<file path="src/design/segment_download_receiver_top_defines.svh">
// Assertion macros used by the segment download receiver core RTL.
`ifndef SEGMENT_DOWNLOAD_RECEIVER_TOP_DEFINES_SVH
`define SEGMENT_DOWNLOAD_RECEIVER_TOP_DEFINES_SVH

// Check a property on every clock edge outside of reset.
`define SDR_ASSERT(label, prop, msg) \
  label: assert property (@(posedge clk) disable iff (rst) (prop)) else $error(msg);

// Check a property on every clock edge, reset included.
`define SDR_ASSERT_ALWAYS(label, prop, msg) \
  label: assert property (@(posedge clk) (prop)) else $error(msg);

`endif

</file>
<file path="src/design/sdr_pkg.sv">
// Shared types and constants for the segment download receiver.
package sdr_pkg;

  // Pointer width; the pointer wraps at 2**AddrWidth
  localparam int AddrWidth = 32;

  localparam logic [7:0]  CmdSegment = 8'h73;  // 's'
  localparam logic [7:0]  CmdFinish  = 8'h66;  // 'f'
  localparam logic [31:0] BaseReset  = 32'h4000_0000;

  typedef enum logic [1:0] {
    ReplyNone = 2'd0,
    ReplyAck  = 2'd1,
    ReplyErr  = 2'd2
  } reply_kind_t;

  typedef struct packed {
    logic        write_valid;
    logic [31:0] write_address;
    logic [7:0]  write_data;
    reply_kind_t reply_kind;
    logic        session_done;
  } result_t;

endpackage

</file>
<file path="src/design/sdr_in_reg.sv">
// Input register holding one received byte until the core consumes it.
module sdr_in_reg
  import sdr_pkg::*;
(
  input  logic       clk,
  input  logic       rst,
  input  logic       in_valid,
  output logic       in_ready,
  input  logic [7:0] rx_byte,
  input  logic       advance,
  output logic       held_valid,
  output logic [7:0] held_byte
);

  // Take a new byte when empty or when the held one moves on this cycle
  assign in_ready = !held_valid || advance;

  always_ff @(posedge clk) begin
    if (rst) begin
      held_valid <= 1'b0;
    end else if (in_ready) begin
      held_valid <= in_valid;
    end
  end

  // Capture payload on each transaction
  always_ff @(posedge clk) begin
    if (in_valid && in_ready) begin
      held_byte <= rx_byte;
    end
  end

endmodule

</file>
<file path="src/design/sdr_core.sv">
// Command decoder: phase, byte count, write pointer and base address.
`include "segment_download_receiver_top_defines.svh"

module sdr_core
  import sdr_pkg::*;
(
  input  logic        clk,
  input  logic        rst,
  input  logic        step,
  input  logic [7:0]  byte_in,
  input  logic        cfg_we,
  input  logic [31:0] cfg_wdata,
  output logic        has_result,
  output result_t     result
);

  typedef enum logic [1:0] {
    PhCmd  = 2'd0,
    PhLen  = 2'd1,
    PhData = 2'd2
  } phase_t;

  phase_t                 phase;
  phase_t                 phase_next;
  logic [7:0]             count;
  logic [7:0]             count_next;
  logic [AddrWidth-1:0]   ptr;
  logic [AddrWidth-1:0]   ptr_next;
  logic [31:0]            base;

  // Decode the current byte against the phase
  always_comb begin
    phase_next = phase;
    count_next = count;
    ptr_next   = ptr;
    has_result = 1'b0;
    result     = '0;
    case (phase)
      PhLen: begin
        count_next = byte_in;
        if (byte_in == 8'd0) begin
          phase_next        = PhCmd;
          has_result        = 1'b1;
          result.reply_kind = ReplyAck;
        end else begin
          phase_next = PhData;
        end
      end
      PhData: begin
        has_result           = 1'b1;
        result.write_valid   = 1'b1;
        result.write_address = 32'(ptr);
        result.write_data    = byte_in;
        ptr_next             = ptr + 1'b1;
        count_next           = count - 8'd1;
        if (count == 8'd1) begin
          phase_next        = PhCmd;
          result.reply_kind = ReplyAck;
        end
      end
      default: begin
        phase_next = PhCmd;
        if (byte_in == CmdSegment) begin
          phase_next = PhLen;
        end else if (byte_in == CmdFinish) begin
          ptr_next            = AddrWidth'(base);
          has_result          = 1'b1;
          result.reply_kind   = ReplyAck;
          result.session_done = 1'b1;
        end else begin
          has_result        = 1'b1;
          result.reply_kind = ReplyErr;
        end
      end
    endcase
  end

  // Hold state; a base write also reloads the pointer
  always_ff @(posedge clk) begin
    if (rst) begin
      phase <= PhCmd;
      count <= 8'd0;
      ptr   <= AddrWidth'(BaseReset);
      base  <= BaseReset;
    end else begin
      if (step) begin
        phase <= phase_next;
        count <= count_next;
        ptr   <= ptr_next;
      end
      if (cfg_we) begin
        base <= cfg_wdata;
        ptr  <= AddrWidth'(cfg_wdata);
      end
    end
  end

  `SDR_ASSERT(a_data_count_nonzero, (phase == PhData) |-> (count != 8'd0), "data phase with zero count")
  `SDR_ASSERT(a_ptr_advance, (step && phase == PhData && !cfg_we) |=> (ptr == $past(ptr) + 1'b1), "pointer did not advance after write")
  `SDR_ASSERT(a_zero_len_returns, (step && phase == PhLen && byte_in == 8'd0) |=> (phase == PhCmd), "zero length did not return to command phase")
  `SDR_ASSERT_ALWAYS(a_reset_ptr_base, $past(rst) |-> (ptr == AddrWidth'(base)), "pointer not at base after reset")

endmodule

</file>
<file path="src/design/sdr_out_reg.sv">
// Result register holding one result transaction until it is taken.
module sdr_out_reg
  import sdr_pkg::*;
(
  input  logic    clk,
  input  logic    rst,
  input  logic    load,
  input  result_t load_result,
  output logic    busy,
  output logic    out_valid,
  input  logic    out_ready,
  output result_t held_result
);

  // Full and not being drained this cycle
  assign busy = out_valid && !out_ready;

  always_ff @(posedge clk) begin
    if (rst) begin
      out_valid <= 1'b0;
    end else if (load) begin
      out_valid <= 1'b1;
    end else if (out_ready) begin
      out_valid <= 1'b0;
    end
  end

  // Capture payload when a new result arrives
  always_ff @(posedge clk) begin
    if (load) begin
      held_result <= load_result;
    end
  end

endmodule

</file>
<file path="src/design/segment_download_receiver_top.sv">
// Segment download receiver: decodes received bytes into memory writes and replies.
//
// Input channel: in_valid/in_ready with rx_byte, one received byte per transaction.
// Output channel: out_valid/out_ready with write_valid, write_address, write_data,
// reply_kind and session_done. A byte gives zero or one result transaction: the
// 's' command and a non-zero length byte give none.
// Config: cfg_we writes cfg_wdata into the base address and reloads the write
// pointer in the same cycle; write only while the block is idle.
// Result path: an accepted byte sits in the input register and is decoded there,
// then the result register holds its result until it is taken.
// Throughput: one byte per cycle while the output is not stalled, set by the single
// decode step between the input register and the result register.
// Stall: while a result waits, the input register still accepts one byte;
// a byte that gives no result is consumed even while the output is stalled.
// Reset (rst, synchronous): command phase, count zero, base and pointer
// 0x40000000, both registers empty.
module segment_download_receiver_top
  import sdr_pkg::*;
(
  input  logic        clk,
  input  logic        rst,
  input  logic        in_valid,
  output logic        in_ready,
  input  logic [7:0]  rx_byte,
  input  logic        cfg_we,
  input  logic [31:0] cfg_wdata,
  output logic        out_valid,
  input  logic        out_ready,
  output logic        write_valid,
  output logic [31:0] write_address,
  output logic [7:0]  write_data,
  output logic [1:0]  reply_kind,
  output logic        session_done
);

  logic       held_valid;
  logic [7:0] held_byte;
  logic       advance;
  logic       has_result;
  logic       out_busy;
  result_t    core_result;
  result_t    out_result;

  // Advance the held byte unless its result would hit a full output
  assign advance = held_valid && (!has_result || !out_busy);

  sdr_in_reg u_in_reg (
    .clk        (clk),
    .rst        (rst),
    .in_valid   (in_valid),
    .in_ready   (in_ready),
    .rx_byte    (rx_byte),
    .advance    (advance),
    .held_valid (held_valid),
    .held_byte  (held_byte)
  );

  sdr_core u_core (
    .clk        (clk),
    .rst        (rst),
    .step       (advance),
    .byte_in    (held_byte),
    .cfg_we     (cfg_we),
    .cfg_wdata  (cfg_wdata),
    .has_result (has_result),
    .result     (core_result)
  );

  sdr_out_reg u_out_reg (
    .clk         (clk),
    .rst         (rst),
    .load        (advance && has_result),
    .load_result (core_result),
    .busy        (out_busy),
    .out_valid   (out_valid),
    .out_ready   (out_ready),
    .held_result (out_result)
  );

  // Drive result fields
  assign write_valid   = out_result.write_valid;
  assign write_address = out_result.write_address;
  assign write_data    = out_result.write_data;
  assign reply_kind    = out_result.reply_kind;
  assign session_done  = out_result.session_done;

endmodule
</file>
<file path="config.mk">
export PLATFORM = sky130hd
export DESIGN_NAME = segment_download_receiver_top
export DESIGN_NICKNAME = d
export VERILOG_FILES = /design/src/design/sdr_pkg.sv /design/src/design/sdr_in_reg.sv /design/src/design/sdr_core.sv /design/src/design/sdr_out_reg.sv /design/src/design/segment_download_receiver_top.sv
export VERILOG_INCLUDE_DIRS = /design/src /design/src/design
export SDC_FILE = /design/constraint.sdc
export NUM_CORES = 1
export LEC_CHECK = 0
export ABC_AREA = 1
export BUFFER_PORTS_ARGS = -buffer_cell sky130_fd_sc_hd__buf_2
export CORE_UTILIZATION = 58
export CTS_CLUSTER_DIAMETER = 150
export DETAILED_ROUTE_END_ITERATION = 8
export PLACE_DENSITY_LB_ADDON = 0.05
export SYNTH_ARGS = -nofsm -noshare
export SYNTH_HDL_FRONTEND = slang
export SYNTH_SLANG_ARGS = --single-unit
</file>
<file path="constraint.sdc">
create_clock -name clk -period 2.9 [get_ports clk]
set_input_delay 0.87 -clock clk [delete_from_list [all_inputs] [get_ports clk]]
set_output_delay 0.87 -clock clk [all_outputs]
set_load 0.005 [all_outputs]
</file>
Word level (Yosys, flattened, before mapping)
Cells that the tools add are included.
Widths: inputs -> output; s select.

word-level totals
  flip-flop bits (word level) = 128
  input bits = 45
  output and inout bits = 46
  word-level logic and storage cells = 63

operators by class
  add/subtract/negate cells = 2
  equal/unequal tests = 8
  muxes and demuxes = 22
  reduce and logical (&&, ||, !) cells = 19

operator list
  kind                   number
  $mux 32                4
  $pmux 32 s2            1
  $mux 41                1
  $add 32x1->32 const B  1
  $eq 8x7->1 const B     2
  $pmux 8 s2             1
  $eq 8x1->1 const B     1
  $logic_not 8->1        1
  $mux 1                 8
  $pmux 2 s2             2
  $sub 8x1->8 const B    1
  $mux 2                 3
  $reduce_bool 2->1      3
  $logic_and 1x1->1      4
  $logic_not 1->1        4
  $reduce_and 2->1       2
  $reduce_and 4->1       1
  $mux 3                 1
  $ne 3x3->1 const B     1
  $reduce_bool 3->1      1
  $reduce_or 3->1        1
  $eq 2x1->1 const B     1
  $eq 2x2->1 const B     1
  $logic_or 1x1->1       2
  3 further kinds        3

Longest topological paths before layout
Gate-level depths: netlist of run 1.

  depth after elaboration = 8
  mapped depth = 13
  mapped depth without buffers = 13

Cells and area by module
A second synthesis of run 1 with hierarchy kept.

second synthesis, totals
  cell total of the unflattened synthesis = 852
  area total of the unflattened synthesis = 6457.4 um2

modules (own cells, without submodules)
  module                         instances  cells an instance  area each (um2)  sequential area each (um2)
  sdr_core                       1          783                4777.1           1481.4
  sdr_out_reg                    1          50                 1367.6           1341.3
  sdr_in_reg                     1          14                 287.8            260.2
  segment_download_receiver_top  1          5                  25.0             0.0

Worst setup path after synthesis of run 1
No wires, ideal clock.

  kind = register to register
  start point = register u_core.phase[0]
  end point = register u_out_reg.held_result[0] (netlist name), enable pin
  library setup time = 0.399 ns
  arrival time = 2.160 ns
  data required time = 2.501 ns
  slack = 0.341 ns
  cell stages (with the launch flop) = 9
  buffers on the path = 0
  clock period less this slack = 2.559 ns
  cells stage by stage = dfxtp_1 -> inv_1 -> ha_1 -> nand4_1 -> nand3_2 -> nand2_1 -> inv_1 -> nand3_1 -> inv_1

between the ends
  cells in the longest elaborated chain, start to end = 6
  elaborated cells on any way between the ends = 7
  those cells by class = eq/ne: 2; mux: 1; reduce/logical: 4

ends and longest elaborated chain
  item                                             RTL line                             source
  start: declaration                               sdr_core.sv:23                       phase_t phase;
  start signal: assignment                         sdr_core.sv:81                       phase <= PhCmd;
  start signal: assignment                         sdr_core.sv:87                       phase <= phase_next;
  $eq 2x2->1 / $eq 2x1->1 (equally long branches)  sdr_core.sv:38                       case (phase)
  $pmux 1 s2 (*)                                   sdr_core.sv:38
  $logic_not 1->1                                  segment_download_receiver_top.sv:45  assign advance = held_valid && (!has_result || !out_busy);
  $logic_or 1x1->1                                 segment_download_receiver_top.sv:45
  $logic_and 1x1->1                                segment_download_receiver_top.sv:45
  $logic_and 1x1->1 (*)                            segment_download_receiver_top.sv:72  .load (advance && has_result),
  net u_out_reg.load                               sdr_out_reg.sv:7                     input logic load,
  end signal: assignment                           sdr_out_reg.sv:31                    held_result <= load_result;
  end: declaration                                 sdr_out_reg.sv:12                    output result_t held_result

Mark *: on every way through the listed nets, which the timed path passes. The rest lies on a longest branch.
A chain may end at the register's enable or synchronous reset.

Final worst setup path of run 1
  start point = register u_core.phase[0]
  end point = output in_ready

between the ends
  cells in the longest elaborated chain, start to end = 6
  elaborated cells on any way between the ends = 7
  those cells by class = eq/ne: 2; mux: 1; reduce/logical: 4

ends and longest elaborated chain
  item                                             RTL line                             source
  $eq 2x2->1 / $eq 2x1->1 (equally long branches)  sdr_core.sv:38
  $pmux 1 s2 (*)                                   sdr_core.sv:38
  $logic_not 1->1 (*)                              segment_download_receiver_top.sv:45
  $logic_or 1x1->1 (*)                             segment_download_receiver_top.sv:45
  $logic_and 1x1->1 (*)                            segment_download_receiver_top.sv:45
  $logic_or 1x1->1 (*)                             sdr_in_reg.sv:16                     assign in_ready = !held_valid || advance;
  end: declaration                                 segment_download_receiver_top.sv:23  output logic in_ready,

Every way passes the cells marked *; elsewhere a longest branch is shown, timed or not.

==> impl_metrics.py, run 1 <==
metrics = {
    "synth": {
        "synth-main-ff-cell": "dfxtp_1",
        "synth-edff-count": 52,
        "syn-num-nets": 922,
        "yosys_warnings": 0,
        "ys_types": 42,
        "synth_cells": 872,
        "synth_area_um2": 6500,
        "syn_avg_cell_area_um2": 7.45,
        "ys_seq_area_share_pct": 47.4,
        "ys_seq_elements": 128,
        "async_flop_share_pct": 0,
    },
    "route": {
        "drc_errors": 0,
        "ant_nets": 0,
        "wl_per_cell_um": 15.0,
        "dr.first_iter.drc_count": 455,
        "via_per_inst": 5.44,
        "dr.pass1.iters": 5,
        "vias": 6033,
        "postRouteWirelength_mm": 16.6,
    },
    "clock_network": {
        "postCtsHoldBufs": 0,
        "clkTransAtPathRegs_ns": 0.06,
        "root_buffer": "clkbuf_8",
        "cts_resized": 0,
        "cts_buffers": 17,
        "h-tree-depth": 4,
        "clock_latency_ns": 0.53,
        "cts_setup_buffers": 0,
        "cts_tree": "built",
        "clockBufferDepth": 2,
        "cts.sink_count": 128,
    },
    "place": {
        "placed_area_um2": 7040,
        "dp.final_hpwl_mm": 11.1,
        "portBuffers": 90,
        "place_congestion": 0.905,
    },
    "timing": {
        "slew_violations": 0,
        "min_period_over_period_pct": 96.7,
        "max_freq_ghz": 0.357,
        "tns_ns": 0,
        "relSlewSlack_pct": 50.7,
        "rsz0062_at_grt": "false",
        "skew_ns": 0.00663,
        "finalHoldViolations": 0,
        "setup_violations": 0,
        "layout_min_cycle_time_ns": 2.80,
        "max_slew.worst_pin.slew_ns": 0.739,
    },
    "final_layout": {
        "area_growth_pct": 17.3,
        "num_antenna_cells": 0,
        "final_cell_mix": "nand2_1 (271), nor2_1 (96), buf_2 (90), inv_1 (86), dfxtp_1 (76)",
        "nets": 1007,
        "finalInstanceArea_um2": 7630,
        "final_common_cell": "nand2_1",
        "fillers": 907,
        "drive_gt1_share_pct": 18.9,
    },
    "floorplanning": {
        "initial_core_util_pct": 59.7,
        "dieArea_um2": 11600,
        "io_pins": 91,
        "coreArea_um2": 10900,
        "dieWidth_um": 108,
        "die_h_um": 108,
        "rows": 38,
    },
    "setup_path": {
        "cp_top_family": "simple AND/OR/NAND/NOR gates",
        "path_common_cell": "nand4_1",
        "crit_required_ns": 2.03,
        "path_cells": "inv_1 > ha_2 > nand4_1 > nand4_1 > buf_2",
        "worstPathArrival_ns": 1.93,
        "critPathMaxStageDelay_ns": 0.37,
        "ff2ff_setup_slack_ns": 0.74,
        "cp-end-kind": "output port",
        "critPathLaunchType": "flip-flop",
        "crit_type": "flip-flop to output port",
        "slowest_stage": "ha_2",
        "crit_fanout": 5,
        "cp.buffers_inverters": 2,
    },
    "min_path": {
        "hold_path.class": "flip-flop to flip-flop",
    },
    "global_routing": {
        "antenna_found_initial": 0,
        "grt.busiest_layer": "met2",
        "grt_max_degree": 57,
        "grtUsageMet3_pct": 7.45,
        "grt_pass1_vias": 5490,
        "use_met1_pct": 40.3,
        "grt-ovfl-total": 0,
        "grt_pass1_wl_mm": 26.4,
        "use_met2_pct": 45.9,
        "gr-usage-all-layers_pct": 29.6,
    },
    "status": {
        "status": "complete, no violations",
    },
    "pwr": {
        "power_leakage_nw": 3.40,
        "vdd_ir_drop_max_v": 0.000616,
        "power_mw": 4.68,
        "powerDensity_nw_per_um2": 614,
    },
    "run": {
        "maxCapViolCount": 0,
    },
}
==> registers in the layout (all words and copies together) (netlist names) <==
register,count
u_out_reg.out_valid,1
u_core.ptr,32
u_core.count,8
u_in_reg.held_valid,1
u_in_reg.held_byte,8
u_out_reg.held_result,44
u_core.phase,2
u_core.base,32
==> Yosys cell counts, types with 6 or more instances <==
| master | instances | area (um2) |
|---|---|---|
| nor2_2 | 8 | 50.1 |
| nand4_1 | 17 | 106 |
| nand2_1 | 271 | 1020 |
| nand3_1 | 46 | 230 |
| dfxtp_1 | 76 | 1520 |
| a21oi_2 | 15 | 131 |
| a21oi_1 | 69 | 345 |
| nor2_1 | 96 | 360 |
| edfxtp_1 | 52 | 1560 |
| buf_2 | 8 | 40.0 |
| nand2_2 | 18 | 113 |
| nor3_1 | 6 | 30.0 |
| o21ai_0 | 38 | 190 |
| inv_1 | 87 | 327 |
| clkbuf_1 | 18 | 67.6 |
==> routing by layer <==
metal | up-vias | share of wire, % | routed length, um
met3 | 16 | 6.7 | 1120
met1 | 2780 | 46 | 7660
met5 | - | 0 | 0
met4 | 0 | 1.3 | 221
li1 | 2999 | - | -
met2 | 238 | 46 | 7610
==> cells by family after synthesis <==
group | share of synthesized area (%)
AOI/OAI and AO/OA | 11.7
xor gates and xnor gates | 0.270
adders and majority gates | 0.962
buffers and inverters | 8.26
DFF | 47.4
muxes | 0.154
and+or+nand+nor | 31.2
==> power by group <==
group	internal [mW]	leakage [nW]	switching [mW]
logic	0.183	2.00	0.322
clock network	1.36	0.292	0.740
registers	2.00	1.10	0.0838
==> final cells by class <==
type / count / area (um2) / area share [%]
Sequential cell: 128 / 3080 / 40.4
Inverter: 90 / 345 / 4.53
Tap cell: 140 / 175 / 2.30
Timing Repair Buffer: 102 / 553 / 7.25
Clock inverter: 5 / 75.1 / 0.984
Clock buffer: 27 / 512 / 6.71
Multi-Input combinational cell: 618 / 2880 / 37.8
==> worst paths after layout <==
path                                 startpoint                   endpoint  cells after the start
worst min register to register  u_core.base[30]            u_core.base[30]                      2
worst max register to register  u_core.phase[0]  u_out_reg.held_result[18]                      9
worst min-delay path            u_core.base[30]            u_core.base[30]                      2
worst max-delay path            u_core.phase[0]                   in_ready                      5
==> worst min-delay path, delay by kind of cell (launching register included) <==
family / cells / cell delay [ns]
DFF: 1 / 0.31
and+or+nand+nor: 2 / 0.11
==> per-stage QoR <==
stage	utilization (%)	hold WS, ns	cells	setup WS [ns]
floorplan	-	0.427	872	0.341
global placement	64.7	0.438	1078	0.533
detailed placement	64.7	0.441	1078	0.562
CTS	70.0	0.454	1110	0.109
global route	70.0	0.474	1110	0.00660
finish	70.0	0.455	1110	0.0961
Power figures use the tool's default switching activity.
==> run 2: changes to the inputs <==
--- a/config.mk
+++ b/config.mk
@@ -6,9 +6,9 @@
 export SDC_FILE = /design/constraint.sdc
 export NUM_CORES = 1
 export LEC_CHECK = 0
-export ABC_AREA = 1
+export ABC_AREA = 0
 export BUFFER_PORTS_ARGS = -buffer_cell sky130_fd_sc_hd__buf_2
-export CORE_UTILIZATION = 58
+export CORE_UTILIZATION = 57
 export CTS_CLUSTER_DIAMETER = 150
 export DETAILED_ROUTE_END_ITERATION = 8
 export PLACE_DENSITY_LB_ADDON = 0.05
==> impl_metrics.py, run 2 <==
metrics = {
    "status": {
        "status": "complete, but fails checks",
        "failed_checks": "negative setup slack",
    },
    "setup_path": {
        "cp.buffers_inverters": 1,
        "cp-end-kind": "output port",
        "path_cells": "nor4_4 > a311oi_2 > nor2_2 > nand3_1 > buf_2",
        "critPathMaxStageDelay_ns": 0.45,
        "crit_required_ns": 2.03,
        "crit_type": "flip-flop to output port",
        "crit_fanout": 4,
        "worstPathArrival_ns": 2.03,
        "critPathLaunchType": "flip-flop",
        "cp_top_family": "simple AND/OR/NAND/NOR gates",
        "slowest_stage": "edfxtp_1",
    },
    "clock_network": {
        "postCtsHoldBufs": 0,
        "cts_buffers": 17,
        "clockBufferDepth": 2,
        "clkTransAtPathRegs_ns": 0.06,
        "root_buffer": "clkbuf_8",
        "cts_tree": "built",
        "clock_latency_ns": 0.53,
        "h-tree-depth": 4,
        "cts.sink_count": 128,
    },
    "timing": {
        "layout_setup_ws_ns": -0.000836,
        "max_slew.worst_pin.slew_ns": 0.835,
        "setup_violations": 1,
        "skew_ns": 0.00808,
        "relSlewSlack_pct": 43.7,
        "tns_ns": -0.000836,
        "finalHoldViolations": 0,
        "slew_violations": 0,
        "max_freq_ghz": 0.345,
        "layout_min_cycle_time_ns": 2.90,
        "min_period_over_period_pct": 100,
        "rsz0062_at_grt": "true",
    },
    "pwr": {
        "powerDensity_nw_per_um2": 615,
        "cellInternalPower_mw": 3.53,
        "p_comb_share_pct": 6.1,
        "power_leakage_nw": 2.86,
        "swShare_pct": 22.2,
        "vdd_ir_drop_max_v": 0.000394,
        "power_frac_clock_pct": 49.2,
        "power_mw": 4.54,
        "switchingPower_mw": 1.01,
        "seqPwrFrac_pct": 44.8,
    },
    "route": {
        "dr.first_iter.drc_count": 409,
        "via_per_inst": 6.04,
        "drc_errors": 0,
        "ant_nets": 0,
        "postRouteWirelength_mm": 15.7,
        "dr.pass1.iters": 5,
        "vias": 5324,
        "wl_per_cell_um": 17.8,
    },
    "final_layout": {
        "nets": 782,
        "top_register": "u_out_reg.held_result",
        "num_antenna_cells": 0,
        "largest_reg_flops": 44,
        "drive_gt1_share_pct": 21.6,
        "instances_no_fill": 881,
        "reg_top3": "u_out_reg.held_result x44, u_core.base x32, u_core.ptr x32",
        "final_common_cell": "buf_2",
        "fin_util_pct": 71.2,
        "final_cell_mix": "buf_2 (90), dfxtp_1 (76), nand2_1 (69), nor2_1 (54), a21oi_1 (54)",
        "area_growth_pct": 20.0,
    },
    "floorplanning": {
        "io_pins": 91,
        "rows": 37,
        "initial_core_util_pct": 59.3,
        "die_h_um": 106,
        "dieWidth_um": 106,
        "coreArea_um2": 10400,
        "dieArea_um2": 11200,
    },
    "place": {
        "placedCellCount": 845,
        "portBuffers": 90,
        "dp.final_hpwl_mm": 10.5,
        "place_congestion": 0.897,
    },
    "global_routing": {
        "gr-usage-all-layers_pct": 29.2,
        "grt_max_degree": 58,
        "grt_pass1_vias": 4971,
        "grt_pass1_wl_mm": 25.2,
        "antenna_found_initial": 0,
        "grt-ovfl-total": 0,
    },
    "synth": {
        "syn-num-nets": 698,
        "synth-main-ff-cell": "dfxtp_1",
        "synth.area.top_cells": "edfxtp_1 (25%), dfxtp_1 (25%), a21oi_1 (4.4%)",
        "ys_top_cells_by_count": "dfxtp_1 (76), nand2_1 (69), nor2_1 (56), a21oi_1 (54), edfxtp_1 (52)",
        "yosysMostFrequentCell": "dfxtp_1",
        "synth_cells": 648,
        "ys_seq_elements": 128,
        "async_flop_share_pct": 0,
        "synth_area_um2": 6150,
        "ys_types": 65,
        "yosys_warnings": 0,
        "synth-edff-count": 52,
        "synth_top_area_share_pct": 25.4,
        "ys_seq_area_share_pct": 50.2,
        "syn_avg_cell_area_um2": 9.49,
        "yosys.area.top_type": "edfxtp_1",
    },
    "min_path": {
        "hold_path.class": "flip-flop to flip-flop",
    },
    "run": {
        "maxCapViolCount": 0,
    },
}
## run 2: cell count changes after synthesis, moves of 12 or more
| cell | change |
|---|---|
| mux2i_1 | +21 |
| a21oi_1 | -15 |
| nand2_2 | -18 |
| nor2_1 | -40 |
| nand3_1 | -24 |
| a211oi_1 | +12 |
| nand2_1 | -202 |
| inv_1 | -64 |
| and2_1 | +34 |
| a21oi_2 | -14 |
## run 2: cells by family (layout without fill, tap and decap cells)
group,count (synthesis),after routing,synth area share (%)
adder cells (fa/ha/maj),5,5,1.02
AND/OR/NAND/NOR,249,249,20.5
buffers and inverters,68,165,4.95
multiplexers,22,22,3.58
XOR/XNOR,16,16,2.28
AO/OA/AOI/OAI,160,160,17.6
flip-flops,128,128,50.2
## run 2: final cells by class
cell class | count | area, um2
sequential | 128 | 3080
clock inverter | 11 | 160
inverter | 23 | 86.3
clock buffer | 21 | 459
tap | 136 | 170
multi-input combinational | 452 | 2790
fill | 800 | 2990
timing repair buffer | 110 | 626
## run 2: final timing paths
| check | end | depth (start not counted) | slack, ns | from |
|---|---|---|---|---|
| worst max-delay path | in_ready | 5 | -0.0008 | u_in_reg.held_byte[3] |
| worst min-delay path | u_core.base[30] | 2 | 0.46 | u_core.base[30] |
| worst max register to register | u_core.ptr[29] | 7 | 0.36 | u_core.phase[0] |
| worst min register to register | u_core.base[30] | 2 | 0.46 | u_core.base[30] |
## run 2: metal layers
metal	GRT usage (%)	share of wire, %	up-vias
met1	39.9	44	2535
met3	5.07	7.1	23
met5	0	0	-
li1	-	-	2527
met4	10.8	1.7	0
met2	46.4	47	239
## run 2: repair_timing
item                                    CTS  global route
endpoints found under the setup margin    1             1
gates resized for setup                   2             2
buffers inserted                          2             2
pin swaps                                 2             2
## run 2: worst min-delay path, delay by kind of cell, from the launching register on
kind            cells  cell delay, ns
compound gates      1            0.06
flops               1            0.31
buf+inv             1            0.05
## run 2: per-stage QoR
step | worst slack [ns] | hold WS (ns) | area (um2)
6_report | -0.000836 | 0.461 | 7380
5_1_grt | -0.0637 | 0.484 | 7380
3_5_place_dp | 0.431 | 0.450 | 6710
4_1_cts | 0.00871 | 0.459 | 7350
2_1_floorplan | 0.0917 | 0.431 | 6150
3_3_place_gp | 0.475 | 0.441 | 6710
## run 2: power groups by stage
stage	logic (mW)	registers [mW]	clock network (mW)
global placement	0.260	2.06	0
detailed placement	0.266	2.07	0
finish	0.275	2.03	2.23
CTS	0.272	2.03	2.25
global route	0.303	2.04	2.34
floorplan	0.167	2.04	0
